$ cat src/hdl/c123pm_pkg.sv
// shared types, constants and helper functions of the predict and map unit
`default_nettype none

package c123pm_pkg;

  localparam int SAMPLE_BITS_DEF = 16;

  localparam int DIFF_W   = 20;
  localparam int WEIGHT_W = 22;
  localparam int PROD_W   = DIFF_W + WEIGHT_W;
  localparam int ACC_W    = 64;
  localparam int LSUM_W   = 18;
  localparam int CENT_W   = 20;
  localparam int QUO_W    = 60;
  localparam int SAMP_W   = 16;
  localparam int SPRED_W  = 17;
  localparam int CFG_IDX_W  = 3;
  localparam int CFG_DATA_W = 16;

  localparam logic [4:0] WRES_MIN = 5'd4;
  localparam logic [4:0] WRES_MAX = 5'd19;
  localparam logic [6:0] RSIZE_MIN = 7'd32;
  localparam logic [6:0] RSIZE_MAX = 7'd64;

  typedef enum logic [CFG_IDX_W-1:0] {
    REG_SAMPLE_MIN        = 3'd0,
    REG_SAMPLE_MAX        = 3'd1,
    REG_SAMPLE_MID        = 3'd2,
    REG_WEIGHT_RESOLUTION = 3'd3,
    REG_REGISTER_SIZE     = 3'd4,
    REG_PRECEDING_BANDS   = 3'd5
  } c123pm_reg_t;

  typedef struct packed {
    logic valid;
    logic fin;
  } c123pm_ctl_t;

  typedef struct packed {
    logic              use_prev;
    logic              first;
    logic [SAMP_W-1:0] smp;
    logic [SAMP_W-1:0] prev;
  } c123pm_side_t;

  function automatic logic [4:0] clamp_wres(input logic [4:0] v);
    logic [4:0] r;
    if (v < WRES_MIN) begin
      r = WRES_MIN;
    end else if (v > WRES_MAX) begin
      r = WRES_MAX;
    end else begin
      r = v;
    end
    return r;
  endfunction

  function automatic logic [6:0] clamp_rsize(input logic [6:0] v);
    logic [6:0] r;
    if (v < RSIZE_MIN) begin
      r = RSIZE_MIN;
    end else if (v > RSIZE_MAX) begin
      r = RSIZE_MAX;
    end else begin
      r = v;
    end
    return r;
  endfunction

endpackage

`default_nettype wire

$ cat src/hdl/ccsds123_predict_and_map_unit.sv
// top level of the prediction and residual mapping unit
//
// input channel: a transaction is taken at a rising edge with start high and
// busy low; busy stays low, so one transaction can be taken every cycle
// kind 0 carries a difference and weight whose product is added into a
// 64-bit accumulator; kind 1 carries the finish fields and yields one result
// result channel: result_valid is high for one cycle with mapped_residual
// and scaled_prediction; the receiver cannot stall it
// term transactions give no result; the result of a finish transaction
// passes through every stage of the pipeline named below
// throughput: one transaction per cycle, set by the six-stage pipeline of
// input register, multiplier, accumulator, wrap and shift, offset and clip,
// residual map
// configuration: cfg_ready is always high, writes take effect next cycle;
// the user must make them only while no transaction is in flight, the block does not enforce it
// reset: the pipeline empties, the accumulator clears and the configuration
// registers return to their defaults
`default_nettype none

module ccsds123_predict_and_map_unit import c123pm_pkg::*; #(
  parameter int SAMPLE_BITS = SAMPLE_BITS_DEF
) (
  input  logic                       clk,
  input  logic                       rst,
  input  logic                       start,
  output logic                       busy,
  input  logic                       kind,
  input  logic signed [DIFF_W-1:0]   diff_value,
  input  logic signed [WEIGHT_W-1:0] weight_value,
  input  logic [LSUM_W-1:0]          local_sum,
  input  logic [SAMP_W-1:0]          sample,
  input  logic [SAMP_W-1:0]          prev_band_sample,
  input  logic [SAMP_W-1:0]          band_index,
  input  logic                       first_in_band,
  input  logic                       cfg_valid,
  output logic                       cfg_ready,
  input  logic [CFG_IDX_W-1:0]       cfg_index,
  input  logic [CFG_DATA_W-1:0]      cfg_data,
  output logic                       result_valid,
  output logic [SAMP_W-1:0]          mapped_residual,
  output logic [SPRED_W-1:0]         scaled_prediction
);

  localparam logic [SAMP_W:0]   SMASK_W = (17'd1 << SAMPLE_BITS) - 17'd1;
  localparam logic [SAMP_W-1:0] SMASK   = SMASK_W[SAMP_W-1:0];

  logic [SAMP_W-1:0] sample_min;
  logic [SAMP_W-1:0] sample_max;
  logic [SAMP_W-1:0] sample_mid;
  logic [4:0]        weight_resolution;
  logic [6:0]        register_size;
  logic [3:0]        preceding_bands;

  logic [SAMP_W-1:0] lo;
  logic [SAMP_W-1:0] hi;
  logic [SAMP_W-1:0] mid;
  logic [4:0]        wres;
  logic [6:0]        rsize;

  logic                       accept;
  c123pm_ctl_t                ctl1;
  logic signed [DIFF_W-1:0]   diff1;
  logic signed [WEIGHT_W-1:0] weight1;
  logic [LSUM_W-1:0]          lsum1;
  c123pm_side_t               side1;

  c123pm_ctl_t        ctl3;
  logic [ACC_W-1:0]   sum3;
  c123pm_side_t       side3;
  c123pm_ctl_t        ctl5;
  logic [SPRED_W-1:0] spred5;
  c123pm_side_t       side5;

  assign busy      = 1'b0;
  assign cfg_ready = 1'b1;
  assign accept    = start && !busy;

  always_ff @(posedge clk) begin
    if (rst) begin
      sample_min        <= 16'd0;
      sample_max        <= 16'd65535;
      sample_mid        <= 16'd32768;
      weight_resolution <= 5'd13;
      register_size     <= 7'd64;
      preceding_bands   <= 4'd3;
    end else if (cfg_valid && cfg_ready) begin
      unique case (cfg_index)
        REG_SAMPLE_MIN:        sample_min        <= cfg_data;
        REG_SAMPLE_MAX:        sample_max        <= cfg_data;
        REG_SAMPLE_MID:        sample_mid        <= cfg_data;
        REG_WEIGHT_RESOLUTION: weight_resolution <= cfg_data[4:0];
        REG_REGISTER_SIZE:     register_size     <= cfg_data[6:0];
        REG_PRECEDING_BANDS:   preceding_bands   <= cfg_data[3:0];
        default: begin
        end
      endcase
    end
  end

  assign lo    = sample_min & SMASK;
  assign hi    = sample_max & SMASK;
  assign mid   = sample_mid & SMASK;
  assign wres  = clamp_wres(weight_resolution);
  assign rsize = clamp_rsize(register_size);

  always_ff @(posedge clk) begin
    if (rst) begin
      ctl1 <= '0;
    end else begin
      ctl1.valid <= accept;
      ctl1.fin   <= kind;
    end
    diff1          <= diff_value;
    weight1        <= weight_value;
    lsum1          <= local_sum;
    side1.use_prev <= (band_index != '0) && (preceding_bands != '0);
    side1.first    <= first_in_band;
    side1.smp      <= sample & SMASK;
    side1.prev     <= prev_band_sample & SMASK;
  end

  c123pm_mac u_mac (
    .clk       (clk),
    .rst       (rst),
    .in_ctl    (ctl1),
    .in_diff   (diff1),
    .in_weight (weight1),
    .in_lsum   (lsum1),
    .in_side   (side1),
    .mid       (mid),
    .wres      (wres),
    .out_ctl   (ctl3),
    .out_sum   (sum3),
    .out_side  (side3)
  );

  c123pm_predict u_predict (
    .clk       (clk),
    .rst       (rst),
    .in_ctl    (ctl3),
    .in_sum    (sum3),
    .in_side   (side3),
    .lo        (lo),
    .hi        (hi),
    .mid       (mid),
    .wres      (wres),
    .rsize     (rsize),
    .out_ctl   (ctl5),
    .out_spred (spred5),
    .out_side  (side5)
  );

  c123pm_map #(
    .SAMPLE_BITS (SAMPLE_BITS)
  ) u_map (
    .clk               (clk),
    .rst               (rst),
    .in_ctl            (ctl5),
    .in_spred          (spred5),
    .in_side           (side5),
    .lo                (lo),
    .hi                (hi),
    .result_valid      (result_valid),
    .mapped_residual   (mapped_residual),
    .scaled_prediction (scaled_prediction)
  );

endmodule

`default_nettype wire

$ cat src/hdl/c123pm_mac.sv
// multiply-accumulate of term transactions and centred local sum addition
`default_nettype none

module c123pm_mac import c123pm_pkg::*; (
  input  logic                       clk,
  input  logic                       rst,
  input  c123pm_ctl_t                in_ctl,
  input  logic signed [DIFF_W-1:0]   in_diff,
  input  logic signed [WEIGHT_W-1:0] in_weight,
  input  logic [LSUM_W-1:0]          in_lsum,
  input  c123pm_side_t               in_side,
  input  logic [SAMP_W-1:0]          mid,
  input  logic [4:0]                 wres,
  output c123pm_ctl_t                out_ctl,
  output logic [ACC_W-1:0]           out_sum,
  output c123pm_side_t               out_side
);

  c123pm_ctl_t              ctl2;
  logic signed [PROD_W-1:0] prod;
  logic signed [CENT_W-1:0] cent;
  c123pm_side_t             side2;
  logic [ACC_W-1:0]         acc;
  logic [ACC_W-1:0]         cent_ext;
  logic [ACC_W-1:0]         cent_shift;

  always_ff @(posedge clk) begin
    if (rst) begin
      ctl2 <= '0;
    end else begin
      ctl2 <= in_ctl;
    end
    prod  <= in_diff * in_weight;
    cent  <= $signed({2'b00, in_lsum}) - $signed({2'b00, mid, 2'b00});
    side2 <= in_side;
  end

  assign cent_ext   = {{(ACC_W-CENT_W){cent[CENT_W-1]}}, cent};
  assign cent_shift = cent_ext << wres;

  always_ff @(posedge clk) begin
    if (rst) begin
      acc     <= '0;
      out_ctl <= '0;
    end else begin
      out_ctl.valid <= ctl2.valid && ctl2.fin;
      out_ctl.fin   <= 1'b1;
      if (ctl2.valid && ctl2.fin) begin
        acc <= '0;
      end else if (ctl2.valid) begin
        acc <= acc + {{(ACC_W-PROD_W){prod[PROD_W-1]}}, prod};
      end
    end
    out_sum  <= acc + cent_shift;
    out_side <= side2;
  end

endmodule

`default_nettype wire

$ cat src/hdl/c123pm_predict.sv
// register wrap, weight scaling, offset and clipping of the scaled prediction
`default_nettype none

module c123pm_predict import c123pm_pkg::*; (
  input  logic               clk,
  input  logic               rst,
  input  c123pm_ctl_t        in_ctl,
  input  logic [ACC_W-1:0]   in_sum,
  input  c123pm_side_t       in_side,
  input  logic [SAMP_W-1:0]  lo,
  input  logic [SAMP_W-1:0]  hi,
  input  logic [SAMP_W-1:0]  mid,
  input  logic [4:0]         wres,
  input  logic [6:0]         rsize,
  output c123pm_ctl_t        out_ctl,
  output logic [SPRED_W-1:0] out_spred,
  output c123pm_side_t       out_side
);

  logic [ACC_W-1:0]          wmask;
  logic                      wsign;
  logic [ACC_W-1:0]          wrapped;
  logic [ACC_W-1:0]          shifted;
  logic [4:0]                wshift;
  c123pm_ctl_t               ctl4;
  logic signed [QUO_W-1:0]   quo;
  c123pm_side_t              side4;
  logic signed [QUO_W:0]     total;
  logic signed [QUO_W:0]     lim_lo;
  logic signed [QUO_W:0]     lim_hi;
  logic [SPRED_W-1:0]        spred_next;

  assign wmask   = ~({ACC_W{1'b1}} << rsize);
  assign wsign   = in_sum[6'(rsize - 7'd1)];
  assign wrapped = wsign ? (in_sum | ~wmask) : (in_sum & wmask);
  assign wshift  = wres + 5'd1;
  assign shifted = $unsigned($signed(wrapped) >>> wshift);

  always_ff @(posedge clk) begin
    if (rst) begin
      ctl4 <= '0;
    end else begin
      ctl4 <= in_ctl;
    end
    quo   <= $signed(shifted[QUO_W-1:0]);
    side4 <= in_side;
  end

  assign total  = {quo[QUO_W-1], quo} + $signed({{(QUO_W-SPRED_W+1){1'b0}}, mid, 1'b1});
  assign lim_lo = $signed({{(QUO_W-SPRED_W+1){1'b0}}, lo, 1'b0});
  assign lim_hi = $signed({{(QUO_W-SPRED_W+1){1'b0}}, hi, 1'b1});

  always_comb begin
    priority if (side4.first) begin
      spred_next = side4.use_prev ? {side4.prev, 1'b0} : {mid, 1'b0};
    end else if (total < lim_lo) begin
      spred_next = {lo, 1'b0};
    end else if (total > lim_hi) begin
      spred_next = {hi, 1'b1};
    end else begin
      spred_next = total[SPRED_W-1:0];
    end
  end

  always_ff @(posedge clk) begin
    if (rst) begin
      out_ctl <= '0;
    end else begin
      out_ctl <= ctl4;
    end
    out_spred <= spred_next;
    out_side  <= side4;
  end

endmodule

`default_nettype wire

$ cat src/hdl/c123pm_map.sv
// residual mapping and result register
`default_nettype none

module c123pm_map import c123pm_pkg::*; #(
  parameter int SAMPLE_BITS = SAMPLE_BITS_DEF
) (
  input  logic               clk,
  input  logic               rst,
  input  c123pm_ctl_t        in_ctl,
  input  logic [SPRED_W-1:0] in_spred,
  input  c123pm_side_t       in_side,
  input  logic [SAMP_W-1:0]  lo,
  input  logic [SAMP_W-1:0]  hi,
  output logic               result_valid,
  output logic [SAMP_W-1:0]  mapped_residual,
  output logic [SPRED_W-1:0] scaled_prediction
);

  localparam logic [SAMP_W:0]   SMASK_W = (17'd1 << SAMPLE_BITS) - 17'd1;
  localparam logic [SAMP_W-1:0] SMASK   = SMASK_W[SAMP_W-1:0];

  logic [SAMP_W-1:0]   pred;
  logic signed [17:0]  delta;
  logic signed [17:0]  mag;
  logic signed [17:0]  t1;
  logic signed [17:0]  t2;
  logic signed [17:0]  theta;
  logic                even;
  logic signed [19:0]  mval;
  logic [SAMP_W-1:0]   mres_next;

  assign pred  = in_spred[SPRED_W-1:1];
  assign even  = ~in_spred[0];
  assign delta = $signed({2'b00, in_side.smp}) - $signed({2'b00, pred});
  assign mag   = delta[17] ? -delta : delta;
  assign t1    = $signed({2'b00, pred}) - $signed({2'b00, lo});
  assign t2    = $signed({2'b00, hi}) - $signed({2'b00, pred});
  assign theta = (t1 > t2) ? t2 : t1;

  always_comb begin
    priority if (mag > theta) begin
      mval = {{2{mag[17]}}, mag} + {{2{theta[17]}}, theta};
    end else if ((even && !delta[17]) || (!even && (delta[17] || delta == 18'sd0))) begin
      mval = {mag[17], mag, 1'b0};
    end else begin
      mval = {mag[17], mag, 1'b0} - 20'sd1;
    end
    priority if (mval < 20'sd0) begin
      mres_next = '0;
    end else if (mval > $signed({4'b0000, SMASK})) begin
      mres_next = SMASK;
    end else begin
      mres_next = mval[SAMP_W-1:0];
    end
  end

  always_ff @(posedge clk) begin
    if (rst) begin
      result_valid <= 1'b0;
    end else begin
      result_valid <= in_ctl.valid;
    end
    mapped_residual   <= mres_next;
    scaled_prediction <= in_spred;
  end

endmodule

`default_nettype wire

$ cat config.mk
export PLATFORM = sky130hd
export DESIGN_NAME = ccsds123_predict_and_map_unit
export DESIGN_NICKNAME = d
export VERILOG_FILES = /design/src/hdl/c123pm_pkg.sv /design/src/hdl/ccsds123_predict_and_map_unit.sv /design/src/hdl/c123pm_mac.sv /design/src/hdl/c123pm_predict.sv /design/src/hdl/c123pm_map.sv
export SDC_FILE = /design/constraint.sdc
export NUM_CORES = 2
export LEC_CHECK = 0
export ABC_CLOCK_PERIOD_IN_PS = 16000
export BUFFER_PORTS_ARGS = -buffer_cell sky130_fd_sc_hd__buf_2
export CAP_MARGIN = 10
export CORE_MARGIN = 1
export CORE_UTILIZATION = 30
export DETAILED_ROUTE_END_ITERATION = 7
export SLEW_MARGIN = 20
export SYNTH_ARGS = -nofsm -noshare
export SYNTH_HDL_FRONTEND = slang
export SYNTH_HIERARCHICAL = 1
export SYNTH_SLANG_ARGS = --single-unit
$ cat constraint.sdc
create_clock -name clk -period 16 [get_ports clk]
set_input_delay 2.4 -clock clk [delete_from_list [all_inputs] [get_ports clk]]
set_output_delay 2.4 -clock clk [all_outputs]
set_load 0.02 [all_outputs]
# After elaboration in Yosys (flattened, before gate mapping)
# Index checks and enable logic that the tools add are counted.
word_totals:
  in_bits: 133
  word_cells: 113
  out_inout_bits: 36
  regBits: 584
op_classes:
  reduce_logical: 18
  mul: 1
  order_cmp: 11
  muxes: 16
  n_eq_ne: 5
  bitwise: 5
  add_sub_neg: 12
  n_shift: 3
ops:
  columns: ["operator", "count"]
  rows:
  - ["$add A64 B64 Y64", 2]
  - ["$not A64 Y64", 2]
  - ["$mux W17", 4]
  - ["$and A64 B64 Y64", 1]
  - ["$mux W64", 1]
  - ["$or A64 B64 Y64", 1]
  - ["$shl A64 B5 Y64", 1]
  - ["$shl A64 B7 Y64 const A", 1]
  - ["$sshr A64 B5 Y60", 1]
  - ["$add A60 B18 Y61", 1]
  - ["$gt A61 B18 Y1", 1]
  - ["$lt A61 B18 Y1", 1]
  - ["$sub A16 B16 Y17", 3]
  - ["$mul A20 B22 Y42", 1]
  - ["$mux W20", 2]
  - ["$gt A18 B18 Y1", 2]
  - ["$mux W18", 2]
  - ["$gt A20 B17 Y1 const B", 1]
  - ["$lt A20 B1 Y1 const B", 1]
  - ["$sub A19 B2 Y20 const B", 1]
  - ["$add A18 B18 Y19", 1]
  - ["$sub A18 B18 Y19", 1]
  - ["$logic_not A18 Y1", 1]
  - ["$neg A18 Y18", 1]
  - ["24 further kinds", 37]

# Longest topological paths before layout
depth:
  ltp_word: 9
  depth_mapped: 37
  ltp_nobuf: 35

# Cells and area by module
# The synthesis kept the hierarchy.
modules_own_cells:
  columns: ["module", "cells_each", "area_per_inst_um2", "seq_area_each_um2", "instances"]
  rows:
  - ["c123pm_mac", 3608, 31793.0, 5225.0, 1]
  - ["c123pm_predict", 1826, 13874.6, 2982.9, 1]
  - ["c123pm_map", 849, 6650.1, 680.7, 1]
  - ["ccsds123_predict_and_map_unit", 380, 4458.0, 3203.1, 1]

# Worst setup path before layout
# OpenSTA, ideal clock, no wires.
synth_path:
  path_type: "flip-flop to flip-flop"
  from: "register u_predict.out_spred[1]"
  to: "register u_map.mapped_residual[10]"
  t_required_ns: 15.870
  arrival_time_ns: 6.976
  path_buffers: 2
  synth_period_minus_slack_ns: 7.105
  stages_incl_launch_ff: 36
  setup_ns: 0.130
  path_slack_ns: 8.895
  path_cell_list: "dfxtp_1 inv_1 ha_1 inv_1 fa_1 a21o_1 a21oi_1 o21ai_0 a31o_2 a41oi_1 a221oi_1 a311o_1 xor2_1 ha_1 o21a_1 o21ai_0 a31oi_1 a21oi_1 a31oi_1 o21ai_0 clkbuf_1 mux2i_1 ha_1 fa_1 a21oi_1 o21ai_0 a2111oi_0 o31ai_1 nand4_1 a31oi_1 nand2_1 a31o_2 a21oi_1 o32ai_4 buf_6 o22ai_2"
synth_via:
  elab_chain_cells: 9
  elab_cells_between_ends: 21
  cone_classes: "add/sub (6); order compare (4); mux (5); reduce/logical (6)"
synth_rtl:
  columns: ["item", "line", "text"]
  rows:
  - ["start, declared", "c123pm_predict.sv:16", "output logic [SPRED_W-1:0] out_spred,"]
  - ["start signal, assigned", "c123pm_predict.sv:71", "out_spred <= spred_next;"]
  - ["parallel branches: the longest is 6 deep, another holds $sub A19 B2 Y20", null, null]
  - ["$mux W20 *", "c123pm_map.sv:41", "priority if (mag > theta) begin"]
  - ["$gt A20 B17 Y1", "c123pm_map.sv:50", "end else if (mval > $signed({4'b0000, SMASK})) begin"]
  - ["$mux W16", "c123pm_map.sv:50", null]
  - ["end signal, assigned", "c123pm_map.sv:63", "mapped_residual <= mres_next;"]
  - ["end, declared", "c123pm_map.sv:15", "output logic [SAMP_W-1:0] mapped_residual,"]
# Mark *: on every way between the ends.
# A chain may end at the register's enable or synchronous reset.

# Final worst setup path
layout_path:
  from: "register sample_min[0] (netlist: lo[0])"
  to: "register u_map.mapped_residual[14]"
layout_via:
  elab_chain_cells: 7
  elab_cells_between_ends: 9
  cone_classes: "add/sub (2); order compare (4); mux (3)"
layout_rtl:
  columns: ["item", "line", "text"]
  rows:
  - ["start, declared", "ccsds123_predict_and_map_unit.sv:47", "logic [SAMP_W-1:0] sample_min;"]
  - ["start signal, assigned", "ccsds123_predict_and_map_unit.sv:88", "REG_SAMPLE_MIN: sample_min <= cfg_data;"]
  - ["$sub A16 B16 Y17 *", "c123pm_map.sv:36", "assign t1 = $signed({2'b00, pred}) - $signed({2'b00, lo});"]
  - ["$gt A18 B18 Y1", "c123pm_map.sv:38", "assign theta = (t1 > t2) ? t2 : t1;"]
  - ["$mux W18 *", "c123pm_map.sv:38", null]
  - ["$add A18 B18 Y19 or $gt A18 B18 Y1 (tied branches)", "c123pm_map.sv:42, c123pm_map.sv:41", null]
  - ["$mux W20 *", "c123pm_map.sv:41", null]
  - ["$gt A20 B17 Y1", "c123pm_map.sv:50", null]
  - ["$mux W16", "c123pm_map.sv:50", null]
# Every way passes the cells marked *; elsewhere a longest branch is shown, timed or not.

==> results.ini <==
[die]
io_pins = 169
die_h_um = 435
row_count = 158
initial_core_util_pct = 30.3
dieWidth_um = 435
dieArea_um2 = 190000
fp.coreArea_um2 = 186000

[timing]
max_freq_mhz = 118
rsz0062_at_grt = false
fin_skew_ns = 0.0357
fin_tns_setup_ns = 0
slew_headroom_pct = 24.3
fin_crit_sh_pct = 52.8
slew_violations = 0
setup_viol = 0
tightest_slew_ns = 1.11
min_period_ns = 8.45
finalHoldViolCount = 0

[worst_setup_path]
r2r_end = u_map/mapped_residual[14]$_SDFF_PN0_
crit_fanout = 16
crit_required_ns = 16.54
slowest_stage = o32ai_4
cp_common_cell = a21oi_1
cp-startpoint = lo[0]$_SDFFE_PP0P_
slowest_delay_ns = 0.75
cp.arrival_ns = 9.00
timing.rr.start = lo[0]$_SDFFE_PP0P_
crit_type = register to register
r2r_setup_slack_ns = 7.55
worstSetupEndpoint = u_map/mapped_residual[14]$_SDFF_PN0_
end_kind = register
setup.worst_path.start_class = register
rr_worst_depth = 32

[clock_tree]
cts.sinks = 583
cts-hold-fix-buffers = 0
cts_root_buffer = clkbuf_16
path_clk_slew_ns = 0.06
cts_buffer_depth = 3
post_cts_resized = 0
cts_buffers = 72
clock_latency_ns = 0.73
htree_levels = 3
postCtsSetupBuffers = 0
cts_tree = yes

[job]
drv_cap = 0

[place]
portBuffers = 166
place_hpwl_um = 147000
gp_congestion = 0.981

[route]
wirelength_um = 185000
drtIter0Drc = 3994
vias = 48500
viasPerCell = 5.31
first_pass_iters = 8
ant_nets = 0
wire_per_inst_um = 20.3
drcViolationCount = 0

[grt]
grt_pass1_wl_um = 286000
antenna_found_initial = 1
grt_max_degree = 85
grt_pass1_vias = 48600
grt-ovfl-total = 0
grt_usage_pct = 19.2

[synthesis]
syn-cell-area_um2 = 56300
syn_area_per_cell_um2 = 8.49
synth-warning-count = 6
syn_inst = 6640

[finish]
layout-drive-gt1-share_pct = 8.82
syn_to_final_growth_pct = 9.82
fin_nets = 7605

[worst_hold_path]
hp-class = register to register

[run_status]
status = finished clean

==> stage by stage <==
| stage | util [%] | cell area, um2 | std cells | worst slack [ns] | hold WS [ns] |
|---|---|---|---|---|---|
| final | 33.3 | 61900 | 9135 | 7.55 | 0.322 |
| after detailed placement | 31.9 | 59400 | 9007 | 7.70 | 0.312 |
| after floorplan | - | 56300 | 6641 | 8.89 | 0.310 |
| after CTS | 33.3 | 61900 | 9134 | 7.65 | 0.326 |
| after global routing | 33.3 | 61900 | 9134 | 6.73 | 0.329 |
| after global placement | 31.9 | 59400 | 9007 | 7.72 | 0.312 |
==> state kept, by name, summed over array words and instances, names as in the netlist, 17 cells and up <==
signal / count
u_mac/out_side: 34
side1: 34
lsum1: 18
u_mac/acc: 64
u_predict/side4: 34
u_mac/out_sum: 64
u_mac/side2: 34
u_mac/prod: 42
diff1: 20
u_mac/cent: 19
u_map/scaled_prediction: 17
u_predict/quo: 60
u_predict/out_spred: 17
weight1: 22
==> area by class of cell <==
cell class | instances | area [um2]
fill | 19400 | 124000
multi-input combinational | 4999 | 40700
sequential | 583 | 11700
tap | 2480 | 3100
inverter | 727 | 2730
clock buffer | 90 | 1990
timing repair buffer | 218 | 1220
clock inverter | 37 | 474
antenna | 1 | 2.50
==> worst min path at each step <==
stage          cells after the start  slack [ns]               startpoint                    endpoint
2_1_floorplan                      0        0.31         lsum1[0]$_DFF_P_       u_mac/cent[0]$_DFF_P_
3_3_place_gp                       0        0.31  u_mac/side2[32]$_DFF_P_  u_mac/out_side[32]$_DFF_P_
3_5_place_dp                       0        0.31  u_mac/side2[13]$_DFF_P_  u_mac/out_side[13]$_DFF_P_
4_1_cts                            0        0.33   u_mac/side2[0]$_DFF_P_   u_mac/out_side[0]$_DFF_P_
5_1_grt                            0        0.33        side1[33]$_DFF_P_     u_mac/side2[33]$_DFF_P_
6_report                           0        0.32  u_mac/side2[16]$_DFF_P_  u_mac/out_side[16]$_DFF_P_
==> worst max-delay path, delay by kind of cell (launching register included) <==
family / cells / cell delay [ns]
adders and majority gates: 5 / 1.62
AOI/OAI and AO/OA: 22 / 5.48
muxes: 1 / 0.24
xor gates and xnor gates: 1 / 0.21
buffers and inverters: 1 / 0.05
DFF: 1 / 0.38
and+or+nand+nor: 2 / 0.31
==> layout by cell type, fill, tap and decap left out, types with 26 or more instances in the layout <==
cell type and count:
or3_1 26, o21ai_0 242, o22ai_1 59, buf_4 52
xor2_1 86, and3_1 33, o21ai_1 29, mux2_2 51
o21a_1 53, mux2i_1 199, o211ai_1 28, dfxtp_1 580
nor2_1 447, o31ai_1 50, a21oi_1 418, a211oi_1 55
mux4_2 28, buf_2 166, fa_1 464, xnor2_1 183
a31oi_1 53, a21o_1 165, ha_1 406, a211o_1 38
nor3_1 102, o21bai_1 41, nand4_1 86, nand2_1 677
inv_1 722, and2_1 258, nand2b_1 52, a31o_2 27
clkbuf_16 73, nor2b_1 77, nand3_1 92
==> per-layer routing <==
metal | up-vias | track usage, % | part of all wire, %
met1 | 23700 | 23.9 | 42
li1 | 22700 | - | -
met3 | 353 | 2.80 | 6.0
met5 | - | 0 | 0
met4 | 0 | 8.31 | 4.6
met2 | 1730 | 32.8 | 48
Power is left out: the tool's default activity adds up to more than one toggle a clock period on the data nets, which glitch-free logic cannot reach.
